--- config.mk ---
export PLATFORM = sky130hd
export DESIGN_NAME = pcm_sample_format_encoder
export DESIGN_NICKNAME = d
export VERILOG_FILES = /design/src/rtl/pcm_pkg.sv /design/src/rtl/pcm_sample_format_encoder.sv /design/src/rtl/pcm_cfg.sv /design/src/rtl/pcm_enc.sv
export VERILOG_INCLUDE_DIRS = /design/src /design/src/rtl
export SDC_FILE = /design/constraint.sdc
export NUM_CORES = 1
export LEC_CHECK = 0
export BUFFER_PORTS_ARGS = -buffer_cell sky130_fd_sc_hd__clkbuf_2
export CAP_MARGIN = 40
export CORE_MARGIN = 4
export CORE_UTILIZATION = 45
export CTS_BUF_LIST = sky130_fd_sc_hd__clkbuf_16
export CTS_CLUSTER_DIAMETER = 30
export DETAILED_ROUTE_END_ITERATION = 16
export PLACE_DENSITY = 0.69
export SYNTH_ARGS = -nofsm -noshare
export SYNTH_HDL_FRONTEND = slang
export SYNTH_SLANG_ARGS = --single-unit
--- constraint.sdc ---
create_clock -name clk -period 9.7 [get_ports clk]
set_input_delay 0.97 -clock clk [delete_from_list [all_inputs] [get_ports clk]]
set_output_delay 0.97 -clock clk [all_outputs]
set_load 0.1 [all_outputs]
--- src/rtl/pcm_sample_format_encoder_macros.svh ---
// ----------------------------------------------------------------------------
// PCM sample format encoder assertion macros
// Shared concurrent assertion forms, clocked on clk and disabled in reset.
// ----------------------------------------------------------------------------
`ifndef PCM_SAMPLE_FORMAT_ENCODER_MACROS_SVH
`define PCM_SAMPLE_FORMAT_ENCODER_MACROS_SVH

// Check that a condition holds at every clock edge outside reset.
`define PCM_ASSERT(lbl, cond, msg) \
	lbl: assert property (@(posedge clk) disable iff (!arst_n) (cond)) else $error(msg);

// Check that a consequence holds in the cycle after an antecedent.
`define PCM_ASSERT_NEXT(lbl, ante, cons, msg) \
	lbl: assert property (@(posedge clk) disable iff (!arst_n) (ante) |=> (cons)) \
		else $error(msg);

`endif

--- src/rtl/pcm_pkg.sv ---
// ----------------------------------------------------------------------------
// PCM encoder package
// Register map, encoding and channel codes, and the configuration struct.
// ----------------------------------------------------------------------------
package pcm_pkg;

	// Register indexes on the APB port
	typedef enum logic [1:0] {
		REG_ENCODING     = 2'd0,
		REG_WIDE_OUTPUT  = 2'd1,
		REG_SOURCE_WIDE  = 2'd2,
		REG_CHANNEL_MODE = 2'd3
	} reg_idx_t;

	// Encoding codes
	localparam logic [1:0] ENC_SIGNED   = 2'd0;
	localparam logic [1:0] ENC_UNSIGNED = 2'd1;
	localparam logic [1:0] ENC_DELTA    = 2'd2;

	// Channel selection codes
	localparam logic [1:0] CH_LEFT    = 2'd0;
	localparam logic [1:0] CH_AVERAGE = 2'd1;
	localparam logic [1:0] CH_RIGHT   = 2'd2;

	// Midpoint offsets for the unsigned encoding
	localparam logic [15:0] OFFSET_WIDE   = 16'h8000;
	localparam logic [15:0] OFFSET_NARROW = 16'h0080;

	// Configuration as seen by the datapath
	typedef struct packed {
		logic [1:0] encoding;
		logic       wide_output;
		logic       source_wide;
		logic [1:0] channel_mode;
	} cfg_t;

endpackage

--- src/rtl/pcm_sample_format_encoder.sv ---
// Throughput: one sample per cycle while the word output is not stalled; each
// sample passes from the input register to the result register in one pass.
// A stalled word holds the result register; the input register keeps accepting
// until it too is full.
// Reset: asynchronous, active low; clears config, predictor and valid flags.
// ----------------------------------------------------------------------------
// PCM sample format encoder
// Encodes sample frames as signed, unsigned or delta PCM words, 8 or 16 bits.
// ----------------------------------------------------------------------------
module pcm_sample_format_encoder
	import pcm_pkg::*;
(
	input  logic               clk,
	input  logic               arst_n,
	input  logic               psel,
	input  logic               penable,
	input  logic               pwrite,
	input  logic [3:0]         paddr,
	input  logic [31:0]        pwdata,
	output logic [31:0]        prdata,
	output logic               pready,
	input  logic               sample_valid,
	output logic               sample_ready,
	input  logic               first_sample,
	input  logic signed [15:0] left_sample,
	input  logic signed [15:0] right_sample,
	input  logic               last_sample,
	output logic               word_valid,
	input  logic               word_ready,
	output logic [15:0]        out_word,
	output logic               end_of_run
);

	cfg_t cfg;

	// Configuration registers
	pcm_cfg u_cfg (
		.clk     (clk),
		.arst_n  (arst_n),
		.psel    (psel),
		.penable (penable),
		.pwrite  (pwrite),
		.paddr   (paddr),
		.pwdata  (pwdata),
		.prdata  (prdata),
		.pready  (pready),
		.cfg     (cfg)
	);

	// Encoding datapath
	pcm_enc u_enc (
		.clk          (clk),
		.arst_n       (arst_n),
		.cfg          (cfg),
		.sample_valid (sample_valid),
		.sample_ready (sample_ready),
		.first_sample (first_sample),
		.left_sample  (left_sample),
		.right_sample (right_sample),
		.last_sample  (last_sample),
		.word_valid   (word_valid),
		.word_ready   (word_ready),
		.out_word     (out_word),
		.end_of_run   (end_of_run)
	);

endmodule

--- src/rtl/pcm_cfg.sv ---
// ----------------------------------------------------------------------------
// PCM encoder configuration registers
// APB write and read access to the four format control registers.
// ----------------------------------------------------------------------------
module pcm_cfg
	import pcm_pkg::*;
(
	input  logic        clk,
	input  logic        arst_n,
	input  logic        psel,
	input  logic        penable,
	input  logic        pwrite,
	input  logic [3:0]  paddr,
	input  logic [31:0] pwdata,
	output logic [31:0] prdata,
	output logic        pready,
	output cfg_t        cfg
);

	logic     wr_en;
	reg_idx_t idx;
	cfg_t     cfg_q;

	assign pready = 1'b1;
	assign idx    = reg_idx_t'(paddr[3:2]);
	assign wr_en  = psel && penable && pwrite && pready;

	// Write the selected register on the access cycle
	always_ff @(posedge clk or negedge arst_n) begin
		if (!arst_n) begin
			cfg_q <= '0;
		end else if (wr_en) begin
			unique case (idx)
				REG_ENCODING:     cfg_q.encoding     <= pwdata[1:0];
				REG_WIDE_OUTPUT:  cfg_q.wide_output  <= pwdata[0];
				REG_SOURCE_WIDE:  cfg_q.source_wide  <= pwdata[0];
				REG_CHANNEL_MODE: cfg_q.channel_mode <= pwdata[1:0];
				default:          cfg_q <= cfg_q;
			endcase
		end
	end

	// Return the addressed register
	always_comb begin
		prdata = '0;
		unique case (idx)
			REG_ENCODING:     prdata[1:0] = cfg_q.encoding;
			REG_WIDE_OUTPUT:  prdata[0]   = cfg_q.wide_output;
			REG_SOURCE_WIDE:  prdata[0]   = cfg_q.source_wide;
			REG_CHANNEL_MODE: prdata[1:0] = cfg_q.channel_mode;
			default:          prdata      = '0;
		endcase
	end

	assign cfg = cfg_q;

endmodule

--- src/rtl/pcm_enc.sv ---
// ----------------------------------------------------------------------------
// PCM encoder datapath
// Input register, channel reduce and combine, encode, and result register.
// ----------------------------------------------------------------------------
`include "pcm_sample_format_encoder_macros.svh"

module pcm_enc
	import pcm_pkg::*;
(
	input  logic               clk,
	input  logic               arst_n,
	input  cfg_t               cfg,
	input  logic               sample_valid,
	output logic               sample_ready,
	input  logic               first_sample,
	input  logic signed [15:0] left_sample,
	input  logic signed [15:0] right_sample,
	input  logic               last_sample,
	output logic               word_valid,
	input  logic               word_ready,
	output logic [15:0]        out_word,
	output logic               end_of_run
);

	logic               valid_s1;
	logic               first_s1;
	logic               last_s1;
	logic signed [15:0] left_s1;
	logic signed [15:0] right_s1;
	logic               valid_s2;
	logic [15:0]        word_s2;
	logic               last_s2;
	logic [15:0]        previous_q;

	logic               adv_s2;
	logic               move_s1;
	logic signed [15:0] a_val;
	logic signed [15:0] b_val;
	logic signed [16:0] sum_val;
	logic signed [15:0] frame_val;
	logic [15:0]        pred_val;
	logic [15:0]        raw_word;
	logic [15:0]        word_val;

	// Reduce one channel to a signed value at the output width
	function automatic logic signed [15:0] reduce(input logic [15:0] raw, input cfg_t c);
		logic signed [15:0] r;
		if (!c.source_wide) begin
			r = {{8{raw[7]}}, raw[7:0]};
		end else if (c.wide_output) begin
			r = raw;
		end else begin
			r = {{8{raw[15]}}, raw[15:8]};
		end
		return r;
	endfunction

	// Handshake: result stage frees when empty or taken
	assign adv_s2       = !valid_s2 || word_ready;
	assign move_s1      = valid_s1 && adv_s2;
	assign sample_ready = !valid_s1 || adv_s2;

	// Capture an accepted transaction
	always_ff @(posedge clk or negedge arst_n) begin
		if (!arst_n) begin
			valid_s1 <= 1'b0;
		end else if (sample_ready) begin
			valid_s1 <= sample_valid;
		end
	end

	always_ff @(posedge clk) begin
		if (sample_ready && sample_valid) begin
			first_s1 <= first_sample;
			last_s1  <= last_sample;
			left_s1  <= left_sample;
			right_s1 <= right_sample;
		end
	end

	// Combine channels; the average rounds to nearest, ties toward plus infinity
	always_comb begin
		a_val   = reduce(left_s1, cfg);
		b_val   = reduce(right_s1, cfg);
		sum_val = {a_val[15], a_val} + {b_val[15], b_val} + 17'sd1;
		case (cfg.channel_mode)
			CH_AVERAGE: frame_val = sum_val[16:1];
			CH_RIGHT:   frame_val = b_val;
			default:    frame_val = a_val;
		endcase
	end

	// Encode and trim to the output width
	always_comb begin
		pred_val = first_s1 ? 16'h0000 : previous_q;
		case (cfg.encoding)
			ENC_DELTA:    raw_word = frame_val - pred_val;
			ENC_UNSIGNED: raw_word = frame_val + (cfg.wide_output ? OFFSET_WIDE : OFFSET_NARROW);
			default:      raw_word = frame_val;
		endcase
		word_val = cfg.wide_output ? raw_word : {8'h00, raw_word[7:0]};
	end

	// Update the delta predictor as each transaction leaves the input stage
	always_ff @(posedge clk or negedge arst_n) begin
		if (!arst_n) begin
			previous_q <= '0;
		end else if (move_s1) begin
			if (cfg.encoding == ENC_DELTA) begin
				previous_q <= frame_val;
			end else if (first_s1) begin
				previous_q <= '0;
			end
		end
	end

	// Hold the result until taken
	always_ff @(posedge clk or negedge arst_n) begin
		if (!arst_n) begin
			valid_s2 <= 1'b0;
		end else if (adv_s2) begin
			valid_s2 <= valid_s1;
		end
	end

	always_ff @(posedge clk) begin
		if (move_s1) begin
			word_s2 <= word_val;
			last_s2 <= last_s1;
		end
	end

	assign word_valid = valid_s2;
	assign out_word   = word_s2;
	assign end_of_run = last_s2;

	`PCM_ASSERT(a_ready_when_empty, !valid_s1 |-> sample_ready, "input stage empty but not ready")
	`PCM_ASSERT_NEXT(a_hold_result, valid_s2 && !word_ready, valid_s2 && $stable(word_s2),
		"stalled result lost or changed")
	`PCM_ASSERT_NEXT(a_hold_input, valid_s1 && !adv_s2, valid_s1 && $stable(left_s1),
		"blocked input stage lost or changed")
	`PCM_ASSERT_NEXT(a_pred_stable, !move_s1, $stable(previous_q),
		"predictor changed with no transaction moving")

endmodule

Yosys cells after proc, flatten, opt, wreduce, memory -nomap -nowiden

Index checks and enable logic that the tools add are counted.

Input port bits: 77
Word-level logic and storage cells: 49
Register bits after elaboration: 75
Output and inout port bits: 52

Muxes and demuxes: 11
Equality and inequality tests: 7
Reductions and logical operators: 13
$add $sub $neg: 4

Operators by type and width:

| operator                                                         | count |
|---|---|
| 16-bit two-way mux                                               | 5 |
| 16-bit case mux with 2 select lines                              | 2 |
| 15-bit two-way mux                                               | 2 |
| 16-bit by 16-bit adder with 17-bit output                        | 1 |
| 17-bit by 1-bit adder with 17-bit output (second input constant) | 1 |
| 16-bit adder                                                     | 1 |
| 16-bit subtractor                                                | 1 |
| 2-bit == test (second input constant)                            | 4 |
| 2-bit AND reduction                                              | 4 |
| 2-bit by 1-bit == test with 1-bit output (second input constant) | 3 |
| 1-bit logical AND                                                | 4 |
| 1-bit case mux with 4 select lines                               | 1 |
| 1-bit logical NOT                                                | 2 |
| 2-bit logical NOT                                                | 1 |
| 1-bit logical OR                                                 | 2 |
| 1-bit case mux with 2 select lines                               | 1 |

Logic depth before layout (Yosys ltp)

Gate-level depths: netlist (run 1).

Depth in word-level cells: 7
Gate-level depth with buffers: 21
Depth with buffers taken out: 19

Cells and area by module

A second synthesis (run 1) with hierarchy kept.

Cell total of the unflattened synthesis: 651
Area, all modules: 5972.0 µm²

Modules (own cells, without submodules):

| module  | cells an instance | seq. area each (µm²) | times used | area an instance (µm²) |
|---|---|---|---|---|
| pcm_enc | 591               | 1981.9               | 1          | 5396.4 |
| pcm_cfg | 60                | 150.1                | 1          | 575.6 |

Worst setup path after synthesis (run 1)

No wires, ideal clock.

Path type: flip-flop to flip-flop
Start: register u_cfg.cfg_q, in the netlist u_cfg.cfg[3]
End: register u_enc.word_s2[15], in the netlist u_enc.out_word[15], data pin
Setup time: 0.261 ns
Required time: 9.439 ns
Arrival time: 4.232 ns
Buffers on the path: 2
Path slack: 5.207 ns
Period minus slack after synthesis: 4.493 ns
Stages on the path, launching flop included: 20
Cells stage by stage: dfrtp_1 > nand2b_4 > buf_6 > buf_2 > mux2_2 > ha_1 > nand2_1 > a211o_1 > and2_1 > xnor2_1 > a221o_1 > o21a_1 > ha_1 > o21ai_0 > o21a_1 > or4_1 > a31oi_1 > xor2_1 > nor2_1 > mux2i_1

Cells in the longest elaborated chain, start to end: 7
Elaborated cells between the ends (all ways): 11
Those cells by class: add/sub (4); mux (7)

RTL lines:

| what                                                     | RTL line                     | RTL |
|---|---|---|
| from (decl)                                              | pcm_cfg.sv:22                | `cfg_t cfg_q;` |
| from (signal assigned)                                   | pcm_cfg.sv:38                | `default: cfg_q <= cfg_q;` |
| 15-bit two-way mux                                       | pcm_enc.sv:50                | `end else if (c.wide_output) begin` |
| 16-bit two-way mux                                       | pcm_enc.sv:48                | `if (!c.source_wide) begin` |
| 16-bit by 16-bit adder with 17-bit output                | pcm_enc.sv:85                | `sum_val = {a_val[15], a_val} + {b_val[15], b_val} + 17'sd1;` |
| 17-bit by 1-bit adder with 17-bit output                 | pcm_enc.sv:85                |  |
| 16-bit case mux with 2 select lines                      | pcm_enc.sv:86                | `case (cfg.channel_mode)` |
| 16-bit adder / 16-bit subtractor (equally long branches) | pcm_enc.sv:98, pcm_enc.sv:97 |  |
| 16-bit case mux with 2 select lines                      | pcm_enc.sv:96                | `case (cfg.encoding)` |
| to (signal assigned)                                     | pcm_enc.sv:128               | `word_s2 <= word_val;` |
| to (decl)                                                | pcm_enc.sv:31                | `logic [15:0] word_s2;` |

Several ways; a longest one is shown, not always the timed one.
A chain may end at the register's enable or synchronous reset.

Worst setup path in the final report (run 1)

Start: register u_cfg.cfg_q, in the netlist u_cfg.cfg[3]
End: register u_enc.word_s2[10], in the netlist u_enc.out_word[10], data pin

The elaborated chain is that of the path after synthesis.

==> results.cfg, run 1 <==
[hold_path]
min-delay-start = u_enc.last_s1
hold_class = reg -> reg
min_to = u_enc.end_of_run
min_path_cells = 0

[drt]
vias = 4795
avgRoutedWirePerCell_um = 16.7
firstDrtPassIters = 5
finalWirelength_um = 14300
drtIter0Drc = 288
drtAntennaViolNets = 0
post-route-drc-count = 0
viasPerCell = 5.59

[clocking]
cts_tree = built
clkTransAtPathRegs_ps = 60
postCtsHoldBufs = 0
cts_resized = 0
cts_buffers = 9
clkLatencyLatePin_ps = 340
root_buffer = clkbuf_16
cts_max_level = 3
cts_setup_buffers = 0
cts.sinks = 75
clock_path_buffers = 2

[critical_path]
cp_slowest_cell = a21boi_0
crit_type = reg -> reg
cp.arrival_ps = 5360
worstPathCellList = buf_4, nand2b_4, mux2_2, ha_1, a21oi_2, nor2b_1, or3_1, a31oi_1, xnor2_1, a21boi_0, inv_1, ha_1, a21oi_1, nand2_1, o21a_1, a21o_1, a21oi_1, xor2_1, o32ai_1
end_kind = flip-flop
regToRegEndpoint = u_enc.out_word[10]
path_buf_inv = 2
cp-start-kind = flip-flop
rr_worst_depth = 19
cp_max_fo = 24
worst_ep_required_time_ps = 9820
rrSetupSlack_ps = 4460
crit_family = compound AO/OA/AOI/OAI gates
r2r-start = u_cfg.cfg[3]
max_stage_delay_ps = 470

[synth]
yosys-top-cells-count = nand2_1, nor2_1, a21oi_1, edfxtp_1, ha_1
yosysTopAreaCell = edfxtp_1
async_flop_share_pct = 32.0
ys_ff_latch = 75
yosysMostFrequentCell = nand2_1
synth-seq-area-share_pct = 37.0
syn_inst = 622
avgSynthCellArea_um2 = 9.26
ys_types = 66
ys_top_cells_by_area = edfxtp_1, dfrtp_1, ha_1
synth_warnings = 0
ys.flop_type = edfxtp_1
yosysTopAreaCellShare_pct = 26.6
synth-edff-count = 51
synth.cell_area_um2 = 5760

[layout]
syn2layout_area_growth_pct = 12.7
nNetsFinal = 799
final_layout_size_suffix_gt1_share_pct = 16.9
antenna_cells = 0
nFillCells = 1150
final_cell_area_um2 = 6490

[place]
placed_area_um2 = 6130
dpl.hpwl_um = 11200
port_buffers = 65
place_ws_ps = 4510
gp_congestion = 0.917

[sta]
hold_violations = 0
setup_viol = 0
min_period_ps = 5240
slew_violations = 0
rsz0062_at_grt = no
setup_slack_ps = 4460
fin_worst_skew_ps = 6.01
worstMarginPinSlew_ps = 915
post-route-period-util_pct = 54.0
fmax_ghz = 0.191
slew_headroom_pct = 37.4
tns_ps = 0

[grt]
overflow = 0
grt_pass1_wl_um = 23000
grtUsageTotal_pct = 20.0
grt_start_max_net_pins = 35
antenna_found_initial = 0
grt_pass1_vias = 4676

[floorplanning]
coreArea_um2 = 12600
die_w_um = 121
die-area_um2 = 14700
row_count = 41
die_y_um = 121
start_util_pct = 45.8
pin_count = 129

[power]
ir_worst_vdd_mv = 0.118
p_leak_nw = 2.85
powerDensity_nw_per_um2 = 366

[flow_run]
maxCapViolCount = 0

[status]
outcome = complete, no violations
==> flip-flops by register name (all words and copies together), names as in the netlist <==
register          cells
u_cfg.cfg             6
u_enc.end_of_run      1
u_enc.first_s1        1
u_enc.last_s1         1
u_enc.left_s1        16
u_enc.out_word       16
u_enc.previous_q     16
u_enc.right_s1       16
u_enc.valid_s1        1
u_enc.word_valid      1
==> cell usage in the layout, fill, tap and decap left out, drive strengths merged, types with 3 or more instances in the layout <==
master  count
a211oi      6
bufinv      4
or4         5
a211o       3
inv        28
edfxtp     51
a22o       12
dfrtp      24
o21a       12
ha         39
o21ai      26
and2        6
nand2b      7
mux2       24
a221o       5
a21oi      52
xnor2      14
a221oi      3
a31oi       9
a21o        7
a22oi       5
nor3       13
o31ai       6
mux2i       7
conb       31
clkbuf     74
o32ai       4
o211ai      3
nor2       60
o31a        4
nor2b      10
and3        5
or3         6
nand3       8
nand2      67
buf         5
xor2       11
==> per-stage QoR <==
step           utilization [%]  hold WS (ps)  instances  power [mW]
2_1_floorplan                -           400        651        1.69
3_3_place_gp              48.6           408        840        1.93
3_5_place_dp              48.8           440        842        1.95
4_1_cts                   51.6           453        858        2.37
5_1_grt                   51.6           473        858        2.54
6_report                  51.6           458        858        2.38
==> per-layer routing <==
layer | vias up | routed length [µm] | track usage [%]
met2 | 166 | 6960 | 34.6
li1 | 2341 | - | -
met1 | 2267 | 6340 | 25.7
met5 | - | 0 | 0
met4 | 0 | 292 | 7.22
met3 | 21 | 713 | 2.38
==> worst max path at each step <==
stage,startpoint,end,cells past startpoint
after floorplan,u_cfg.cfg[3],u_enc.out_word[15],19
after global placement,u_cfg.cfg[3],u_enc.out_word[10],19
after detailed placement,u_cfg.cfg[3],u_enc.out_word[10],19
after CTS,u_cfg.cfg[3],u_enc.out_word[10],19
after global routing,u_cfg.cfg[3],u_enc.out_word[10],19
final,u_cfg.cfg[3],u_enc.out_word[10],19
==> final cells by class <==
| type | instances | area, µm² | area share [%] |
|---|---|---|---|
| Tap cell | 172 | 215 | 3.32 |
| Multi-Input combinational cell | 498 | 3320 | 51.1 |
| Sequential cell | 75 | 2130 | 32.8 |
| Clock buffer | 9 | 225 | 3.47 |
| Clock inverter | 7 | 131 | 2.02 |
| Timing Repair Buffer | 70 | 370 | 5.71 |
| Inverter | 27 | 101 | 1.56 |
==> worst register-to-register path, delay by kind of cell, from the launching register on <==
kind	cells	cell delay, ps
AOI/OAI and AO/OA	8	2060
and+or+nand+nor	4	890
adders and majority gates	2	760
muxes	1	410
buffers and inverters	2	380
DFF	1	340
xor gates and xnor gates	2	190
==> power by group <==
group / leakage, nW / switching [mW] / total [mW] / internal, mW
sequential: 0.801 / 0.0583 / 0.493 / 0.435
combinational: 1.87 / 0.971 / 1.48 / 0.509
clock: 0.176 / 0.128 / 0.403 / 0.275
total: 2.85 / 1.16 / 2.38 / 1.22
==> logic make-up after synthesis <==
| kind of cell | count (synthesis) | synth area share [%] |
|---|---|---|
| other | 2 | 0.130 |
| AND/OR/NAND/NOR | 195 | 15.8 |
| multiplexers | 31 | 5.91 |
| adder cells (fa/ha/maj) | 41 | 9.17 |
| buffers and inverters | 78 | 7.28 |
| AO/OA/AOI/OAI | 175 | 20.9 |
| XOR/XNOR | 25 | 3.80 |
| flip-flops | 75 | 37.0 |
(Power assumes the default switching activity.)
==> inputs of run 2 (changes only) <==
- PLACE_DENSITY: 0.69 -> 0.72
- clock period: 9.7 -> 4.3 ns (I/O delays scaled with it)
==> run 2 against run 1 <==
Register-to-register slack got worse by 4700 ps; the run now ends with negative setup slack left; via count rose by 14%; clock skew rose by 1.1 ps; design area rose by 23%; critical endpoint is now u_enc.out_word[14]; global-route usage rose by 2.8 points; sequential power rose by 130%; worst hold slack got worse by 350 ps; clock-buffer cell count did not move; largest cell class unchanged; sequential share of layout area fell by 6.2 points; combinational power rose to 3.3 times the previous value; core utilization rose by 12 points.
==> results.cfg, run 2 (synthesis results as in run 1) <==
[status]
outcome = finished with violations
violations = negative setup slack

[critical_path]
end_kind = flip-flop
worstPathCellList = nand2b_4, mux2i_4, inv_1, ha_4, nand2_2, a211o_1, and2_4, xnor2_2, a221o_1, o21a_2, ha_4, buf_6, nor2b_4, o31a_1, o21a_1, buf_4, buf_6, a21oi_4, a211oi_2, xnor2_1, o32ai_1
rr_worst_depth = 21
cp_slowest_cell = dfrtp_2
worst_ep_required_time_ps = 4380
max_stage_delay_ps = 430
cp.arrival_ps = 4610
crit_type = reg -> reg
cp_max_fo = 7
cp-start-kind = flip-flop

[drt]
post-route-drc-count = 0
finalWirelength_um = 17500
avgRoutedWirePerCell_um = 17.5
drtIter0Drc = 438
viasPerCell = 5.49
vias = 5489
firstDrtPassIters = 5
drtAntennaViolNets = 0

[grt]
grt_pass1_wl_um = 26200
grt_pass1_vias = 5313
grt_start_max_net_pins = 34
antenna_found_initial = 0
overflow = 0
grtUsageTotal_pct = 22.7

[sta]
setup_viol = 6
min_period_ps = 4530
rsz0062_at_grt = yes
fmax_ghz = 0.221
fin_worst_skew_ps = 7.15
setup_slack_ps = -229
slew_headroom_pct = 41.4
hold_violations = 0
worstMarginPinSlew_ps = 857
post-route-period-util_pct = 105
slew_violations = 0

[clocking]
clkLatencyLatePin_ps = 340
clkTransAtPathRegs_ps = 60
cts_max_level = 3
postCtsHoldBufs = 0
cts_buffers = 9
clock_path_buffers = 2
cts_tree = built
root_buffer = clkbuf_16
cts.sinks = 75

[place]
dpl.hpwl_um = 12600
gp_congestion = 0.915
port_buffers = 65
place_ws_ps = -272
placed_area_um2 = 7050
dp_cells = 953

[layout]
nNetsFinal = 941
antenna_cells = 0
layout.cells.non_filler = 1000
final_layout_size_suffix_gt1_share_pct = 38.6
final_cell_area_um2 = 8010
syn2layout_area_growth_pct = 39.2
fin_util_pct = 63.8
final_cell_mix = buf_4, clkbuf_2, nand2_1
final_common_cell = buf_4

[hold_path]
hold_class = in -> async

[floorplanning]
die_w_um = 121
pin_count = 129
coreArea_um2 = 12600
die_y_um = 121
row_count = 41
start_util_pct = 45.8
die-area_um2 = 14700

[power]
p_leak_nw = 3.62
power_mw = 6.77
powerDensity_nw_per_um2 = 844
ir_worst_vdd_mv = 0.347
pwr-share-clk_pct = 11.5
swShare_pct = 46.1
internal_power_mw = 3.65
p_switching_mw = 3.12
seqPwrFrac_pct = 16.6
combPwrFrac_pct = 71.9

[flow_run]
maxCapViolCount = 0
[run 2: changes by cell type in the layout (fill, tap and decap cells not counted), sizes merged]
cell | before | now
bufinv | 4 | 2
clkinv | 2 | 3
nand2b | 7 | 8
buf | 5 | 146
clkinvlp | 0 | 1
[run 2: final timing paths]
kind                                 from                   to  slack [ps]
max                          u_cfg.cfg[3]   u_enc.out_word[14]        -230
min                                arst_n  u_enc.previous_q[2]         110
max reg2reg                  u_cfg.cfg[3]   u_enc.out_word[14]        -230
min reg2reg                 u_enc.last_s1     u_enc.end_of_run         430
max in group asynchronous          arst_n         u_cfg.cfg[3]        3700
min in group clk           left_sample[8]     u_enc.left_s1[8]         260
[run 2: final cells by class]
class / instances / area [µm²]
flip-flops and latches: 75 / 2130
fillers: 976 / 4550
inverters: 27 / 101
well taps: 172 / 215
multi-input cells: 499 / 3790
clock buffers: 9 / 225
clock inverters: 7 / 83.8
repair buffers: 211 / 1470
[run 2: critical path, delay by kind of cell, from the launching register on]
family | cells | cell delay [ps]
AOI/OAI and AO/OA | 8 | 1690
and+or+nand+nor | 4 | 590
adders and majority gates | 2 | 520
buffers and inverters | 4 | 500
DFF | 1 | 430
xor gates and xnor gates | 2 | 270
muxes | 1 | 260
[run 2: what timing repair did]
item,4_1_cts,5_1_grt
pin swaps,5,34
cloned,1,0
endpoints found under the setup margin,6,11
resized for setup,32,58
buffers inserted,10,20
[run 2: metal layers]
layer	routed length [µm]	track usage [%]
met5	0	0
met4	667	11.3
met3	790	2.75
met2	8810	38.8
met1	7230	28.3
[run 2: power by group through the flow]
stage,registers [mW],clock network (mW),logic (mW)
2_1_floorplan,1.56,0,2.32
5_1_grt,1.14,0.827,5.21
6_report,1.12,0.779,4.86
3_3_place_gp,1.11,0,3.96
3_5_place_dp,1.12,0,4.02
4_1_cts,1.12,0.795,4.26
[run 2: metrics by stage]
| stage | hold WS, ps | setup TNS [ps] |
|---|---|---|
| 6_report | 110 | -1100 |
| 5_1_grt | 145 | -2310 |
| 4_1_cts | 129 | -188 |
| 3_5_place_dp | 420 | -1020 |
| 3_3_place_gp | 401 | -477 |
| 2_1_floorplan | 134 | 0 |
==> inputs of run 3 (changes only) <==
==> constraint.sdc (replaced) <==
create_clock -name clk -period 4.1 [get_ports clk]
set_input_delay 0.41 -clock clk [delete_from_list [all_inputs] [get_ports clk]]
set_output_delay 0.41 -clock clk [all_outputs]
set_load 0.01 [all_outputs]
==> run 3 against run 2 <==
The flow still finishes with violations (negative setup slack); combinational power is 7.0% lower; worst hold slack lost 13 ps; final cell count increased by 0.50%; clock skew down 0.60 ps; first-iteration DRC count is 2.1% higher; non-clock buffer count is 5 higher; design area increased by 0.52%; sequential share of layout area decreased by 0.14 points; critical endpoint is now u_enc.out_word[15]; highest routed layer unchanged.
==> results.cfg, run 3 (synthesis results as in run 1) <==
[power]
seqPwrFrac_pct = 18.1
combPwrFrac_pct = 69.6
swShare_pct = 41.9
p_leak_nw = 3.63
powerDensity_nw_per_um2 = 805
internal_power_mw = 3.77
p_switching_mw = 2.72
power_mw = 6.49
ir_worst_vdd_mv = 0.364
pwr-share-clk_pct = 12.3

[layout]
final_common_cell = buf_4
final_cell_mix = buf_4, clkbuf_2, nand2_1
antenna_cells = 0
final_layout_size_suffix_gt1_share_pct = 40.6
final_cell_area_um2 = 8060
nNetsFinal = 946
syn2layout_area_growth_pct = 39.9

[sta]
setup_viol = 10
hold_violations = 0
fin_worst_skew_ps = 6.55
post-route-period-util_pct = 110
slew_headroom_pct = 47.3
slew_violations = 0
tns_ps = -2250
fmax_ghz = 0.222
min_period_ps = 4490
worstMarginPinSlew_ps = 771
rsz0062_at_grt = yes
setup_slack_ps = -395

[status]
violations = negative setup slack
outcome = finished with violations

[grt]
grt_pass1_vias = 5440
grt_pass1_wl_um = 26600
overflow = 0
antenna_found_initial = 0
grtUsageTotal_pct = 23.3
grt_start_max_net_pins = 34

[clocking]
clock_path_buffers = 2
clkTransAtPathRegs_ps = 60
cts_tree = built
clkLatencyLatePin_ps = 350
postCtsHoldBufs = 0
cts_buffers = 9
root_buffer = clkbuf_16
cts_max_level = 3
cts.sinks = 75

[critical_path]
r2r-start = u_cfg.cfg[3]
cp_max_fo = 6
cp-start-kind = flip-flop
crit_type = reg -> reg
regToRegEndpoint = u_enc.out_word[15]
rr_worst_depth = 19
worst_ep_required_time_ps = 4200
end_kind = flip-flop
rrSetupSlack_ps = -390
cp.arrival_ps = 4590

[drt]
drtAntennaViolNets = 0
wl_met1_um = 7170
dr_wl_met2_um = 8470
vias = 5498
firstDrtPassIters = 6
dr_wl_met3_um = 770
avgRoutedWirePerCell_um = 17.0
drtIter0Drc = 447
post-route-drc-count = 0
routed.top_layer = met4
viasPerCell = 5.47
finalWirelength_um = 17100

[floorplanning]
die_y_um = 121
row_count = 41
coreArea_um2 = 12600
die_w_um = 121
start_util_pct = 45.8
die-area_um2 = 14700
pin_count = 129

[place]
port_buffers = 65
placed_area_um2 = 7180
gp_congestion = 0.945
dpl.hpwl_um = 12800
place_ws_ps = -395

[flow_run]
maxCapViolCount = 0

[hold_path]
hold_class = in -> async
## run 3: per-layer routing
metal | up-vias | GRT usage, %
met1 | 2632 | 28.6
met5 | - | 0
li1 | 2633 | -
met2 | 186 | 39.4
met4 | 0 | 12.0
met3 | 47 | 3.82
## run 3: power by group through the flow
stage / combinational [mW] / clock [mW] / sequential [mW]
6_report: 4.52 / 0.797 / 1.17
5_1_grt: 4.89 / 0.843 / 1.19
4_1_cts: 4.05 / 0.807 / 1.17
3_5_place_dp: 3.74 / 0 / 1.17
3_3_place_gp: 3.64 / 0 / 1.16
2_1_floorplan: 2.32 / 0 / 1.18
## run 3: final cells by class
type                       count  area (µm²)
tap                          172         215
clock buffer                   9         225
clock inverter                 7        75.1
inverter                      27         101
multi-input combinational    499        3770
sequential                    75        2130
fill                        1023        4510
timing repair buffer         216        1530
## run 3: critical path, cell delays in order (launching register included)
cell and delay, ps:
dfrtp_2 440, nand2b_4 200, buf_12 150, mux2_4 310
ha_4 310, nand2_2 60, a211o_1 260, buf_6 130
a211oi_4 370, o21a_1 180, nor4_1 50, a211o_1 260
nor2_1 110, ha_1 160, nand3_1 100, or4_4 550
a31oi_2 190, xor2_1 180, nor2_1 70, mux2i_1 140
## run 3: metrics by stage
step                      utilization (%)  hold WS, ps  instances
after global routing                 64.1          146       1005
final                                64.1         96.6       1005
after floorplan                         -          114        651
after detailed placement             57.1          406        963
after global placement               57.1          401        962
after CTS                            62.0          113        996
## run 3: timing repair
| action | 4_1_cts | 5_1_grt |
|---|---|---|
| pin swaps | 26 | 27 |
| gates cloned | 1 | 0 |
| endpoints found under the hold margin | 0 | 0 |
| setup endpoints to repair | 10 | 10 |
| setup buffers | 16 | 9 |
| resized for setup | 49 | 45 |
## run 3: worst max path at each step
stage                       from                 end  slack [ps]  cells after the start
floorplan           u_cfg.cfg[3]  u_enc.out_word[15]        -160                     19
global placement    u_cfg.cfg[2]  u_enc.out_word[15]        -310                     19
detailed placement  u_cfg.cfg[2]  u_enc.out_word[11]        -390                     22
CTS                 u_cfg.cfg[2]  u_enc.out_word[15]        -270                     18
global route        u_cfg.cfg[3]  u_enc.out_word[15]        -520                     19
finish              u_cfg.cfg[3]  u_enc.out_word[15]        -390                     19
